===== config.mk =====
export PLATFORM = sky130hd
export DESIGN_NAME = stepper_command_pulse_generator
export DESIGN_NICKNAME = d
export VERILOG_FILES = /design/src/rtl/core/scpg_pkg.sv /design/src/rtl/core/stepper_command_pulse_generator.sv /design/src/rtl/core/scpg_engine.sv
export SDC_FILE = /design/constraint.sdc
export NUM_CORES = 1
export LEC_CHECK = 0
export BUFFER_PORTS_ARGS = -buffer_cell sky130_fd_sc_hd__buf_2
export CAP_MARGIN = 20
export CORE_UTILIZATION = 40
export CTS_BUF_LIST = sky130_fd_sc_hd__clkbuf_8
export DETAILED_ROUTE_END_ITERATION = 8
export GPL_ROUTABILITY_DRIVEN = 0
export HOLD_SLACK_MARGIN = 0.02
export SKIP_CTS_REPAIR_TIMING = 1
export SYNTH_ARGS = -nofsm -noshare
export SYNTH_HDL_FRONTEND = slang
export SYNTH_SLANG_ARGS = --single-unit

===== constraint.sdc =====
create_clock -name clk -period 3.4 [get_ports clk]
set_clock_uncertainty 0.15 [all_clocks]
set_input_delay 0.17 -clock clk [delete_from_list [all_inputs] [get_ports clk]]
set_output_delay 0.17 -clock clk [all_outputs]
set_load 0.02 [all_outputs]

===== src/rtl/core/scpg_pkg.sv =====
// Shared types and codes for the stepper command pulse generator.
package scpg_pkg;

    localparam int ActionWidth  = 2;
    localparam int CmdWidth     = 8;
    localparam int PulsesWidth  = 10;
    localparam int HalfWidth    = 11;
    localparam int SpeedWidth   = 8;
    localparam int TdataOutBits = 16;

    typedef enum logic [ActionWidth-1:0] {
        ACT_TICK   = 2'd0,
        ACT_CMD    = 2'd1,
        ACT_TOGGLE = 2'd2,
        ACT_NONE   = 2'd3
    } action_t;

    localparam logic [CmdWidth-1:0] CMD_SHORT   = 8'h01;
    localparam logic [CmdWidth-1:0] CMD_LONG    = 8'h02;
    localparam logic [CmdWidth-1:0] CMD_SLOWER  = 8'h07;
    localparam logic [CmdWidth-1:0] CMD_FASTER  = 8'h08;
    localparam logic [CmdWidth-1:0] CMD_REVERSE = 8'h09;

    localparam logic [SpeedWidth-1:0] SPEED_MIN   = 8'd1;
    localparam logic [SpeedWidth-1:0] SPEED_MAX   = 8'd255;
    localparam logic [SpeedWidth-1:0] SPEED_RESET = 8'd7;

    localparam logic [PulsesWidth-1:0] SHORT_RESET = 10'd100;
    localparam logic [PulsesWidth-1:0] LONG_RESET  = 10'd500;

    typedef enum logic {
        REG_SHORT = 1'b0,
        REG_LONG  = 1'b1
    } reg_index_t;

    typedef struct packed {
        logic                  dropped;
        logic                  busy_res;
        logic [SpeedWidth-1:0] report_speed;
        logic                  report_valid;
        logic                  dir_level;
        logic                  step_level;
    } result_t;

endpackage


===== src/rtl/core/stepper_command_pulse_generator.sv =====
// Top level: stepper command pulse generator with output skid buffer.
//
//  channel | dir | fields
//  --------+-----+-----------------------------------------------------------
//  s_*     | in  | tuser: action; tdata: command_byte
//  m_*     | out | tdata: step, dir, report_valid, report_speed, busy, dropped
//  cfg_*   | in  | write: 0 short_move_pulses, 1 long_move_pulses
//
//  One beat per cycle while s_tready is high; the result is registered.
//  A two-entry output buffer (result + skid) lets a beat enter while a result waits.
//  s_tready drops only when both entries are full.
//  Reset: asynchronous, active low; clears motion state and both entries.
module stepper_command_pulse_generator
(
    input  logic        clk,
    input  logic        rst_n,
    input  logic        cfg_we,
    input  logic        cfg_index,
    input  logic [9:0]  cfg_data,
    input  logic        s_tvalid,
    output logic        s_tready,
    input  logic [7:0]  s_tdata,   // [7:0] command_byte
    input  logic [1:0]  s_tuser,   // [1:0] action
    output logic        m_tvalid,
    input  logic        m_tready,
    output logic [15:0] m_tdata    // [0] step_level, [1] dir_level, [2] report_valid,
                                   // [10:3] report_speed, [11] busy_res, [12] dropped
);

    scpg_pkg::result_t result;
    scpg_pkg::result_t out_reg;
    scpg_pkg::result_t skid_reg;
    logic              out_valid_reg;
    logic              skid_valid_reg;
    logic              fire;

    assign s_tready = !skid_valid_reg;
    assign fire     = s_tvalid && s_tready;

    scpg_engine u_engine
    (
        .clk          (clk),
        .rst_n        (rst_n),
        .cfg_we       (cfg_we),
        .cfg_index    (scpg_pkg::reg_index_t'(cfg_index)),
        .cfg_data     (cfg_data),
        .beat_en      (fire),
        .action       (scpg_pkg::action_t'(s_tuser)),
        .command_byte (s_tdata),
        .result       (result)
    );

    always_ff @(posedge clk or negedge rst_n)
    begin
        if (!rst_n)
        begin
            out_valid_reg  <= 1'b0;
            skid_valid_reg <= 1'b0;
        end
        else if (!out_valid_reg || m_tready)
        begin
            if (skid_valid_reg)
            begin
                out_valid_reg  <= 1'b1;
                skid_valid_reg <= 1'b0;
            end
            else
            begin
                out_valid_reg <= fire;
            end
        end
        else if (fire)
        begin
            skid_valid_reg <= 1'b1;
        end
    end

    always_ff @(posedge clk)
    begin
        if (!out_valid_reg || m_tready)
        begin
            out_reg <= skid_valid_reg ? skid_reg : result;
        end
        else if (fire)
        begin
            skid_reg <= result;
        end
    end

    assign m_tvalid = out_valid_reg;
    assign m_tdata  = {3'b000, out_reg.dropped, out_reg.busy_res, out_reg.report_speed,
                       out_reg.report_valid, out_reg.dir_level, out_reg.step_level};

    a_skid_needs_out: assert property (@(posedge clk) disable iff (!rst_n)
        skid_valid_reg |-> out_valid_reg)
        else $error("skid entry held while output entry empty");

    a_skid_holds: assert property (@(posedge clk) disable iff (!rst_n)
        (skid_valid_reg && !m_tready) |=> skid_valid_reg)
        else $error("skid entry lost during stall");

    a_drop_busy: assert property (@(posedge clk) disable iff (!rst_n)
        (out_valid_reg && out_reg.dropped) |-> out_reg.busy_res)
        else $error("dropped beat reported while idle");

    a_speed_nonzero: assert property (@(posedge clk) disable iff (!rst_n)
        out_valid_reg |-> (out_reg.report_speed != '0))
        else $error("speed step reached zero");

endmodule


===== src/rtl/core/scpg_engine.sv =====
// Motion state and per-beat update logic of the pulse generator.
module scpg_engine
(
    input  logic                               clk,
    input  logic                               rst_n,
    input  logic                               cfg_we,
    input  scpg_pkg::reg_index_t               cfg_index,
    input  logic [scpg_pkg::PulsesWidth-1:0]   cfg_data,
    input  logic                               beat_en,
    input  scpg_pkg::action_t                  action,
    input  logic [scpg_pkg::CmdWidth-1:0]      command_byte,
    output scpg_pkg::result_t                  result
);

    logic [scpg_pkg::PulsesWidth-1:0] short_pulses_reg;
    logic [scpg_pkg::PulsesWidth-1:0] long_pulses_reg;

    logic [scpg_pkg::SpeedWidth-1:0] speed_reg, speed_next;
    logic                            dir_reg, dir_next;
    logic                            step_reg, step_next;
    logic [scpg_pkg::HalfWidth-1:0]  half_reg, half_next;
    logic [scpg_pkg::SpeedWidth-1:0] tick_reg, tick_next;
    logic                            cont_reg, cont_next;

    logic                            report;
    logic                            drop;
    logic [scpg_pkg::SpeedWidth-1:0] tick_inc;
    logic [scpg_pkg::HalfWidth-1:0]  half_dec;
    logic [scpg_pkg::PulsesWidth-1:0] pulses;

    always_ff @(posedge clk or negedge rst_n)
    begin
        if (!rst_n)
        begin
            short_pulses_reg <= scpg_pkg::SHORT_RESET;
            long_pulses_reg  <= scpg_pkg::LONG_RESET;
        end
        else if (cfg_we)
        begin
            case (cfg_index)
                scpg_pkg::REG_SHORT: short_pulses_reg <= cfg_data;
                scpg_pkg::REG_LONG:  long_pulses_reg  <= cfg_data;
                default:             short_pulses_reg <= short_pulses_reg;
            endcase
        end
    end

    always_comb
    begin
        speed_next = speed_reg;
        dir_next   = dir_reg;
        step_next  = step_reg;
        half_next  = half_reg;
        tick_next  = tick_reg;
        cont_next  = cont_reg;
        report     = 1'b0;
        drop       = 1'b0;
        tick_inc   = tick_reg + 8'd1;
        half_dec   = half_reg - 11'd1;
        pulses     = (command_byte == scpg_pkg::CMD_SHORT) ? short_pulses_reg
                                                           : long_pulses_reg;

        if (action == scpg_pkg::ACT_TICK)
        begin
            if (half_reg != '0 || cont_reg)
            begin
                if (tick_inc < speed_reg)
                begin
                    tick_next = tick_inc;
                end
                else
                begin
                    tick_next = '0;
                    if (half_reg != '0)
                    begin
                        half_next = half_dec;
                        if (half_dec != '0)
                            step_next = ~step_reg;
                    end
                    else
                    begin
                        step_next = ~step_reg;
                    end
                end
            end
        end
        else if (half_reg != '0)
        begin
            drop = 1'b1;
        end
        else if (action == scpg_pkg::ACT_TOGGLE)
        begin
            cont_next = ~cont_reg;
            tick_next = '0;
            step_next = cont_reg;
        end
        else if (action == scpg_pkg::ACT_CMD)
        begin
            case (command_byte) inside
                scpg_pkg::CMD_SHORT, scpg_pkg::CMD_LONG:
                begin
                    if (cont_reg)
                    begin
                        drop = 1'b1;
                    end
                    else if (pulses != '0)
                    begin
                        half_next = {pulses, 1'b0};
                        step_next = 1'b0;
                        tick_next = '0;
                    end
                end
                scpg_pkg::CMD_SLOWER:
                begin
                    if (speed_reg != scpg_pkg::SPEED_MAX)
                        speed_next = speed_reg + 8'd1;
                    report = 1'b1;
                end
                scpg_pkg::CMD_FASTER:
                begin
                    if (speed_reg != scpg_pkg::SPEED_MIN)
                        speed_next = speed_reg - 8'd1;
                    report = 1'b1;
                end
                scpg_pkg::CMD_REVERSE:
                begin
                    dir_next = ~dir_reg;
                end
                default:
                begin
                    drop = 1'b0;
                end
            endcase
        end
    end

    always_ff @(posedge clk or negedge rst_n)
    begin
        if (!rst_n)
        begin
            speed_reg <= scpg_pkg::SPEED_RESET;
            dir_reg   <= 1'b1;
            step_reg  <= 1'b1;
            half_reg  <= '0;
            tick_reg  <= '0;
            cont_reg  <= 1'b0;
        end
        else if (beat_en)
        begin
            speed_reg <= speed_next;
            dir_reg   <= dir_next;
            step_reg  <= step_next;
            half_reg  <= half_next;
            tick_reg  <= tick_next;
            cont_reg  <= cont_next;
        end
    end

    assign result.step_level   = step_next;
    assign result.dir_level    = dir_next;
    assign result.report_valid = report;
    assign result.report_speed = speed_next;
    assign result.busy_res     = (half_next != '0) || cont_next;
    assign result.dropped      = drop;

endmodule

; Word-level counts from Yosys, hierarchy flattened
; Index checks and enable logic that the tools add are counted.
[totals]
regBits = 78
input_bits = 26
output_inout_bits = 18
wordCells = 132
[classes]
n_addsub = 4
n_lt_le_gt_ge = 1
eq_ne = 12
mux = 68
n_bitwise = 5
n_reduce_logical = 20
[op_table]
columns = cell, n
row1 = 2-to-1 mux 8 bit, 18
row2 = 2-to-1 mux 11 bit, 10
row3 = 2-to-1 mux 1 bit, 38
row4 = nonzero test 11 bit, 3
row5 = "adder 8 x 1 -> 8 bit, second input constant", 2
row6 = "equality test 8 x 4 -> 1 bit, second input constant", 2
row7 = 2-to-1 mux 13 bit, 1
row8 = "subtractor 11 x 1 -> 11 bit, second input constant", 1
row9 = 2-to-1 mux 10 bit, 1
row10 = nonzero test 10 bit, 1
row11 = nonzero test 3 bit, 3
row12 = "equality test 8 x 1 -> 1 bit, second input constant", 1
row13 = "equality test 8 x 2 -> 1 bit, second input constant", 1
row14 = "equality test 8 x 3 -> 1 bit, second input constant", 1
row15 = < comparator 8 bit, 1
row16 = "!= test 8 x 1 -> 1 bit, second input constant", 1
row17 = "!= test 8 bit, second input constant", 1
row18 = "subtractor 8 x 1 -> 8 bit, second input constant", 1
row19 = AND reduction 7 bit, 1
row20 = AND reduction 2 bit, 3
row21 = NOT 1 bit, 5
row22 = logical OR 1 bit, 3
row23 = "!= test 3 bit, second input constant", 1
row24 = "equality test 2 x 1 -> 1 bit, second input constant", 1
row25 = 8 further kinds, 9

; Depth between registers and ports, before layout
; Gate-level depths: netlist of run 1.
[depth]
depth_word = 13
mapped_depth = 13
mapped_depth_nobuf = 12

; By module
; A second synthesis of run 1 with hierarchy kept.
[unflattened]
cells_unflattened = 444
hier_area_um2 = 4750.8
[modules_own_cells]
columns = mod, n_inst, cells_per_inst, area_each_um2, seq_area_each_um2
row1 = scpg_engine, 1, 390, 3649.8, 1268.7
row2 = stepper_command_pulse_generator, 1, 54, 1101.1, 830.8

; Worst setup path after synthesis of run 1
; OpenSTA, ideal clock, no wires.
[synth_path]
path_kind = flip-flop to flip-flop
start = register u_engine.tick_reg[0] in the netlist's numbering
end = register out_reg, in the netlist m_tdata[11] (data pin)
setup_time_ns = 0.297
t_arrival_ns = 2.943
t_required_ns = 2.953
path_slack_ns = 0.010
path_stages_with_launch = 12
period_less_slack_ns = 3.390
path_cell_list = dfrtp_1 and3_1 and3_1 and3_1 xor2_1 ha_1 nand4_1 o311a_1 or4_1 a221o_1 nor2_1 a41oi_1
[synth_between]
elab_chain_len = 8
[synth_lines]
columns = item, line_no
row1 = from (decl), scpg_engine.sv:22  ; logic [scpg_pkg::SpeedWidth-1:0] tick_reg, tick_next;
row2 = from (signal assigned), scpg_engine.sv:154  ; tick_reg <= tick_next;
row3 = adder 8 x 1 -> 8 bit, scpg_engine.sv:58  ; tick_inc = tick_reg + 8'd1;
row4 = < comparator 8 bit, scpg_engine.sv:67  ; if (tick_inc < speed_reg)
row5 = 2-to-1 mux 11 bit, scpg_engine.sv:67
row6 = 2-to-1 mux 11 bit, scpg_engine.sv:65  ; if (half_reg != '0 || cont_reg)
row7 = 2-to-1 mux 11 bit, scpg_engine.sv:63  ; if (action == scpg_pkg::ACT_TICK)
row8 = nonzero test 11 bit, scpg_engine.sv:163  ; assign result.busy_res = (half_next != '0) || cont_next;
row9 = logical OR 1 bit, scpg_engine.sv:163
row10 = 2-to-1 mux 13 bit, stepper_command_pulse_generator.sv:82  ; out_reg <= skid_valid_reg ? skid_reg : result;
row11 = to (signal assigned), stepper_command_pulse_generator.sv:82
row12 = to (decl), stepper_command_pulse_generator.sv:31  ; scpg_pkg::result_t out_reg;
; Every way passes these cells.
; A chain may end at the register's enable or synchronous reset.

; Worst setup path in the final report of run 1
[layout_path]
start = register u_engine.tick_reg[1] in the netlist's numbering
end = register out_reg, in the netlist m_tdata[11] (data pin)
; Same word-level chain as after synthesis.

==> metrics.md, run 1 <==
| Metric | Value |
|---|---|
| Mux cell area share after synthesis | 0.104 |
| Slowest-stage cell, CP | o311a_4 |
| Hold Crit Class | in2reg |
| Largest net degree at the start of global routing | 36 |
| Cells after synthesis | 481 |
| Worst Setup End Kind | register |
| XOR/XNOR Fraction of Synth Area | 0.0313 |
| DP Wirelength | 8900 µm |
| FFs w/ async S/R, synth | 0.667 |
| Fin area | roughly 5800 µm² |
| Cells traversed along the worst timing path | buf_4, ha_4, buf_6, xor2_2, ha_4, a211o_1, a31oi_4, o311a_4, or4_1, a221o_1, nor2_2, a41oi_2 |
| Post-layout min period | around 3300 ps |
| Cts bufs inserted | 9 |
| FF+latch area | between 2000 and 2500 µm² |
| Post-Synth Adder-Cell Area | 0.0369 |
| Vias | slightly above 4000 |
| Synth Cell Area | ~4800 µm² |
| Critical path's largest stage delay | around 420 ps |
| Die width | around 110 µm |
| PD cells | approximately 470 nW/µm² |
| Avg WL per Cell | approximately 17 µm |
| Gr usage total | 0.209 |
| FMAX | around 300 MHz |
| Setup_tns | 0 ps |
| Yosys reg bits | 78 |
| Longest Clk Path Bufs | 2 |
| GRT overflow | 0 |
| Crit path arrival time | between 3000 and 4000 ps |
| Initial Utilization | 0.413 |
| Vias in the first global route | 4002 |
| Yosys top cell area share | 0.200 |
| Synth cell types | between 60 and 70 |
| Tcrit/Tclk final | 0.984 |
| Final setup fails | 0 |
| Mean Syn Cell Area | 9.88 µm² |
| CTS Root Cell | clkbuf_8 |
| Area delta synth->final | 22.0% |
| Remaining DRCs | 4 |
| Status | complete, but fails checks |
| Later-pin clock latency in the skew report | around 370 ps |
| Commonest non-fill, non-tap cell in the layout | nand2_1 |
| Synth Area in Simple Gates | 0.195 |
| TritonRoute pass-1 iters | 7 |
| Leak Pwr | about 2.4 nW |
| First-pass GRT wire length | roughly 20000 µm |
| Relative slew slack | 0.375 |
| Cell Count, Final, Fillers Out | 708 |
| Largest family of logic cells by synthesized area | simple AND/OR/NAND/NOR gates |
| Max FO, Critical Path | 4 |
| CTS tree | built |
| Max_cap viols | 0 |
| Fill count | around 1100 |
| RSZ-0062 raised after global routing | yes |
| # nets final | 600 |
| IO buf count | 40 |
| Total clock sinks | 78 |
| Placed Cells | roughly 680 |
| Share of cells above drive strength 1 | 0.322 |
| Crit start category | register |
| # rows | 39 |
| Failing checks | design-rule violations |
| Post-synth EDFFs | 26 |
| DP Area | ~5300 µm² |
| Core ar. | approximately 12000 µm² |
| Top FF cell, synth | dfrtp_1 |
| CP most frequent cell | ha_4 |
| Clk slew on worst S/H paths | approximately 90 ps |
| Max VDD drop | roughly 310 µV |
| Die Area | 12300 µm² |
| Ys Warns | 0 |
| Detailed Route WL | approximately 12000 µm |
| Compound-Gate Fraction of Synth Area | 0.146 |
| Synth area leader | dfrtp_1 |
| Largest cells by area after synthesis | dfrtp_1 (20%), edfxtp_1 (16%), mux2_2 (9.0%) |
| Worst-Margin Slew | approximately 940 ps |
| CP Class | reg2reg |
| Multi-input logic area | approximately 2600 µm² |
| Initial antenna violation count | 0 |
| H-tree levels | 3 |
| WP data required | around 3300 ps |
| Via/cell ratio | roughly 5.7 |
| DR iter-0 viols | about 210 |
| Final Slew Violations | 0 |
| Final hold violations | 0 |
| Die Ht | 111 µm |
| Power consumption | 2.75 mW |
| Most frequent cells in the layout | nand2_1 (45), buf_2 (40), buf_4 (39) |
| I/O pins | 44 |
| Register area share after synthesis | 0.442 |
| Routed Antenna Nets | 0 |
| Diodes inserted | 0 |
worst max-delay path, delay by kind of cell, from the launching register on:
kind,cells,cell delay (ps)
xor+xnor,1,150
simple gates,2,560
flops,1,390
compound gates,5,1100
buf+inv,2,270
fa+ha+maj,2,450
synth_stat cells (4+ instances only):
master and instances:
a21o_1 4, a21oi_1 15, a22o_1 5, a31oi_1 9, and3_1 13, clkbuf_1 21
dfrtp_1 38, dfstp_2 14, edfxtp_1 26, ha_1 14, inv_1 21, mux2_2 38
mux2i_1 5, nand2_1 46, nand3_1 21, nand4_1 7, nor2_1 30, nor2b_1 7
nor3_1 6, nor4_1 11, nor4b_1 6, o21ai_0 25, o22ai_1 4, o31ai_1 7
or4_1 6, xnor2_1 12, xor2_1 5
kinds of logic after synthesis:
logic type	after synthesis
DFF	78
adders and majority gates	14
and+or+nand+nor	173
buffers and inverters	50
xor gates and xnor gates	17
AOI/OAI and AO/OA	104
muxes	44
other	1
metrics by stage:
stage	hold slack [ps]	worst slack (ps)	utilization
floorplan	-276	9.79	-
global placement	198	-84.2	0.460
detailed placement	189	-160	0.460
CTS	-217	-191	0.476
global route	126	-130	0.504
finish	83.5	55.2	0.504
cell type report:
class	count	share of cell area
clock buffer	9	0.0214
sequential	78	0.362
clock inverter	7	0.00928
inverter	21	0.0136
tap	143	0.0309
multi-input combinational	355	0.450
timing repair buffer	95	0.113
where the power goes:
| part | internal (mW) | total [mW] | switching, mW |
|---|---|---|---|
| clock | 0.273 | 0.659 | 0.386 |
| sequential | 1.12 | 1.25 | 0.124 |
| combinational | 0.369 | 0.839 | 0.470 |
| total | 1.77 | 2.75 | 0.981 |
layer usage:
layer  part of all wire  track usage  up-vias
met4              0.016       0.0685        0
met2               0.51        0.366      112
met3              0.047       0.0443       26
met5                  0            0        -
li1                   -            -     1944
met1               0.43        0.255     1954
path summary, 6_finish.rpt:
path | start | endpoint | slack (ps) | depth (start not counted)
max | u_engine.tick_reg[1]$_DFFE_PN0P_ | m_tdata[11]$_DFFE_PN_ | 60 | 12
min | s_tdata[0] | u_engine.dir_reg$_DFFE_PN1P_ | 80 | 5
max reg2reg | u_engine.tick_reg[1]$_DFFE_PN0P_ | m_tdata[11]$_DFFE_PN_ | 60 | 12
min reg2reg | u_engine.dir_reg$_DFFE_PN1P_ | u_engine.dir_reg$_DFFE_PN1P_ | 350 | 1
max in group asynchronous | rst_n | u_engine.short_pulses_reg[5]$_DFFE_PN1P_ | 2000 | 3
min in group asynchronous | rst_n | u_engine.tick_reg[7]$_DFFE_PN0P_ | 280 | 2
No activity file was read; power rests on OpenSTA's default activity.
==> inputs of run 2 (changes only) <==
- ABC_AREA: unset -> 1
- MAX_ROUTING_LAYER: unset -> met4
==> metrics.md, run 2 <==
| Metric | Value |
|---|---|
| Ys Warns | 0 |
| Longest Clk Path Bufs | 2 |
| CTS tree | built |
| Cell Count, Final, Fillers Out | between 800 and 900 |
| Max FO, Critical Path | 17 |
| Slowest-stage cell, CP | dfrtp_1 |
| Power consumption | ~3.6 mW |
| CP Class | reg2reg |
| R2r worst-path depth | 19 |
| Vias | between 4000 and 5000 |
| Fin area | between 5000 and 6000 µm² |
| Area delta synth->final | 14.0% |
| RR Endpoint | m_tdata[11]$_DFFE_PN_ |
| Later-pin clock latency in the skew report | roughly 380 ps |
| Die width | roughly 110 µm |
| Post-layout min period | approximately 3200 ps |
| # rows | 40 |
| Critical path's largest stage delay | between 300 and 400 ps |
| RR Startpoint | u_engine.tick_reg[2]$_DFFE_PN0P_ |
| Commonest non-fill, non-tap cell in the layout | nand2_1 |
| Tcrit/Tclk final | 0.931 |
| Crit start category | register |
| Diodes inserted | 0 |
| Worst Setup End Kind | register |
| Share of cells above drive strength 1 | 0.179 |
| DP Wirelength | 8220 µm |
| Yosys top cell area share | 0.193 |
| Final hold violations | 0 |
| Via/cell ratio | between 5 and 6 |
| Total clock sinks | 78 |
| Yosys reg bits | 78 |
| WP data required | approximately 3400 ps |
| Largest cells by area after synthesis | dfrtp_1 (19%), edfxtp_1 (16%), nand2_1 (13%) |
| Clk slew on worst S/H paths | 90 ps |
| Avg WL per Cell | approximately 14 µm |
| Leak Pwr | about 2.6 nW |
| Max_cap viols | 0 |
| Detailed Route WL | about 11000 µm |
| Die Ht | around 110 µm |
| Crit path arrival time | between 3000 and 4000 ps |
| Mean Syn Cell Area | between 7 and 8 µm² |
| Cells after synthesis | between 600 and 700 |
| CTS Root Cell | clkbuf_8 |
| H-tree levels | 3 |
| Largest net degree at the start of global routing | 44 |
| Final Slew Violations | 0 |
| Cells traversed along the worst timing path | inv_1, nor3_4, nand3_2, nor3_2, xor2_1, inv_1, ha_1, a21oi_1, o21a_1, nand2_2, buf_6, a21oi_1, o21ai_0, nand2_1, nand2_1, nor2_2, nand3_2, nand2_1, nand2_1 |
| Status | finished, final reports clean |
| CP most frequent cell | nand2_1 |
| Register area share after synthesis | 0.425 |
| CP Buf/Inv Count | 3 |
| Synth cell types | 48 |
| I/O pins | 44 |
| Dpl ws | around 130 ps |
| Cts bufs inserted | 9 |
| DR iter-0 viols | between 300 and 400 |
| Top FF cell, synth | dfrtp_1 |
| TritonRoute pass-1 iters | 5 |
| Vias in the first global route | 3908 |
| Placed Cells | roughly 810 |
| First-pass GRT wire length | between 15000 and 20000 µm |
| GRT overflow | 0 |
| Gr usage total | 0.195 |
| Hold Crit Class | in2async |
| Most frequent cells in the layout | nand2_1 (170), inv_1 (74), o21ai_0 (56) |
| Synth area leader | dfrtp_1 |
| Relative slew slack | 0.596 |
| DP Area | about 5300 µm² |
| Final setup fails | 0 |
| Top-count cell post-synth | nand2_1 |
| Cell family with most CP delay | simple AND/OR/NAND/NOR gates |
| Worst-Margin Slew | 604 ps |
| Die Area | 12800 µm² |
| Remaining DRCs | 0 |
| PD cells | 647 nW/µm² |
| Post-synth top cells | nand2_1 (170), inv_1 (74), o21ai_0 (56) |
| Max VDD drop | between 300 and 400 µV |
| FFs w/ async S/R, synth | 0.667 |
| Core ar. | about 12000 µm² |
| IO buf count | 40 |
| # nets final | 722 |
| Synth Cell Area | between 4000 and 5000 µm² |
| Post-synth EDFFs | 26 |
| FMAX | roughly 320 MHz |
| Reg-to-reg setup timing slack | 230 ps |
| Routed Antenna Nets | 0 |
| Worst Slack Setup Final | around 230 ps |
| Initial antenna violation count | 0 |
| Initial Utilization | 0.411 |
==> run 2: changes by cell type after synthesis, moves of 9 or more <==
| cell | before | now |
|---|---|---|
| and3_1 | 13 | 1 |
| inv_1 | 21 | 74 |
| mux2_2 | 38 | 1 |
| nand2_1 | 46 | 170 |
| nand3_1 | 21 | 43 |
| nand3b_1 | 1 | 11 |
| nor4_1 | 11 | 2 |
| o21ai_0 | 25 | 56 |
| o21ai_1 | 2 | 12 |
| xnor2_1 | 12 | 3 |
| xor2_1 | 5 | 19 |
==> run 2: cell families (layout without fill, tap and decap cells) <==
group / count (synthesis) / after routing / synth area share
adders and majority gates: 14 / 14 / 0.0355
other: 1 / 3 / 0.000759
and+or+nand+nor: 309 / 309 / 0.300
AOI/OAI and AO/OA: 98 / 98 / 0.108
xor gates and xnor gates: 22 / 22 / 0.0390
DFF: 78 / 78 / 0.425
buffers and inverters: 109 / 162 / 0.0892
muxes: 1 / 1 / 0.00228
==> run 2: worst register-to-register path, delay by kind of cell, from the launching register on <==
kind | cells | cell delay, ps
DFF | 1 | 380
adders and majority gates | 1 | 310
AOI/OAI and AO/OA | 4 | 530
buffers and inverters | 3 | 340
and+or+nand+nor | 10 | 1090
xor gates and xnor gates | 1 | 160
==> run 2: layout make-up <==
cell class / count / area [µm²]
timing repair buffer: 61 / 392
fill: 1182 / 6380
multi-input combinational: 447 / 2430
sequential: 78 / 2100
inverter: 85 / 323
clock buffer: 10 / 138
clock inverter: 6 / 68.8
tap: 147 / 184
==> run 2: how the worst max path moves through the flow <==
stage / startpoint / end / slack [ps] / cells past startpoint
after floorplan: u_engine.tick_reg[2]$_DFFE_PN0P_ / m_tdata[11]$_DFFE_PN_ / 330 / 18
after global placement: u_engine.tick_reg[2]$_DFFE_PN0P_ / m_tdata[11]$_DFFE_PN_ / 190 / 21
after detailed placement: u_engine.tick_reg[2]$_DFFE_PN0P_ / m_tdata[11]$_DFFE_PN_ / 130 / 19
after CTS: u_engine.tick_reg[2]$_DFFE_PN0P_ / m_tdata[11]$_DFFE_PN_ / 130 / 19
after global routing: u_engine.tick_reg[2]$_DFFE_PN0P_ / m_tdata[11]$_DFFE_PN_ / -50 / 19
final: u_engine.tick_reg[2]$_DFFE_PN0P_ / m_tdata[11]$_DFFE_PN_ / 230 / 19
==> run 2: power breakdown <==
group / switching [mW] / internal (mW) / leakage [nW]
Clock: 0.378 / 0.364 / 0.103
Combinational: 0.966 / 0.544 / 1.65
Sequential: 0.183 / 1.21 / 0.882
Total: 1.53 / 2.12 / 2.64
==> run 2: stage by stage <==
step	hold slack, ps	setup TNS, ps	utilization
2_1_floorplan	-276	0	-
3_3_place_gp	-87.0	0	0.439
3_5_place_dp	-82.0	0	0.439
4_1_cts	-507	0	0.456
5_1_grt	47.2	-47.3	0.469
6_report	37.3	0	0.469
==> run 2: metal layers <==
layer  part of all wire  track usage  wire length [µm]
met1               0.47        0.244              5310
met5                  0            -                 0
met3              0.048       0.0525               539
met2               0.46        0.306              5230
met4              0.016       0.0614               180
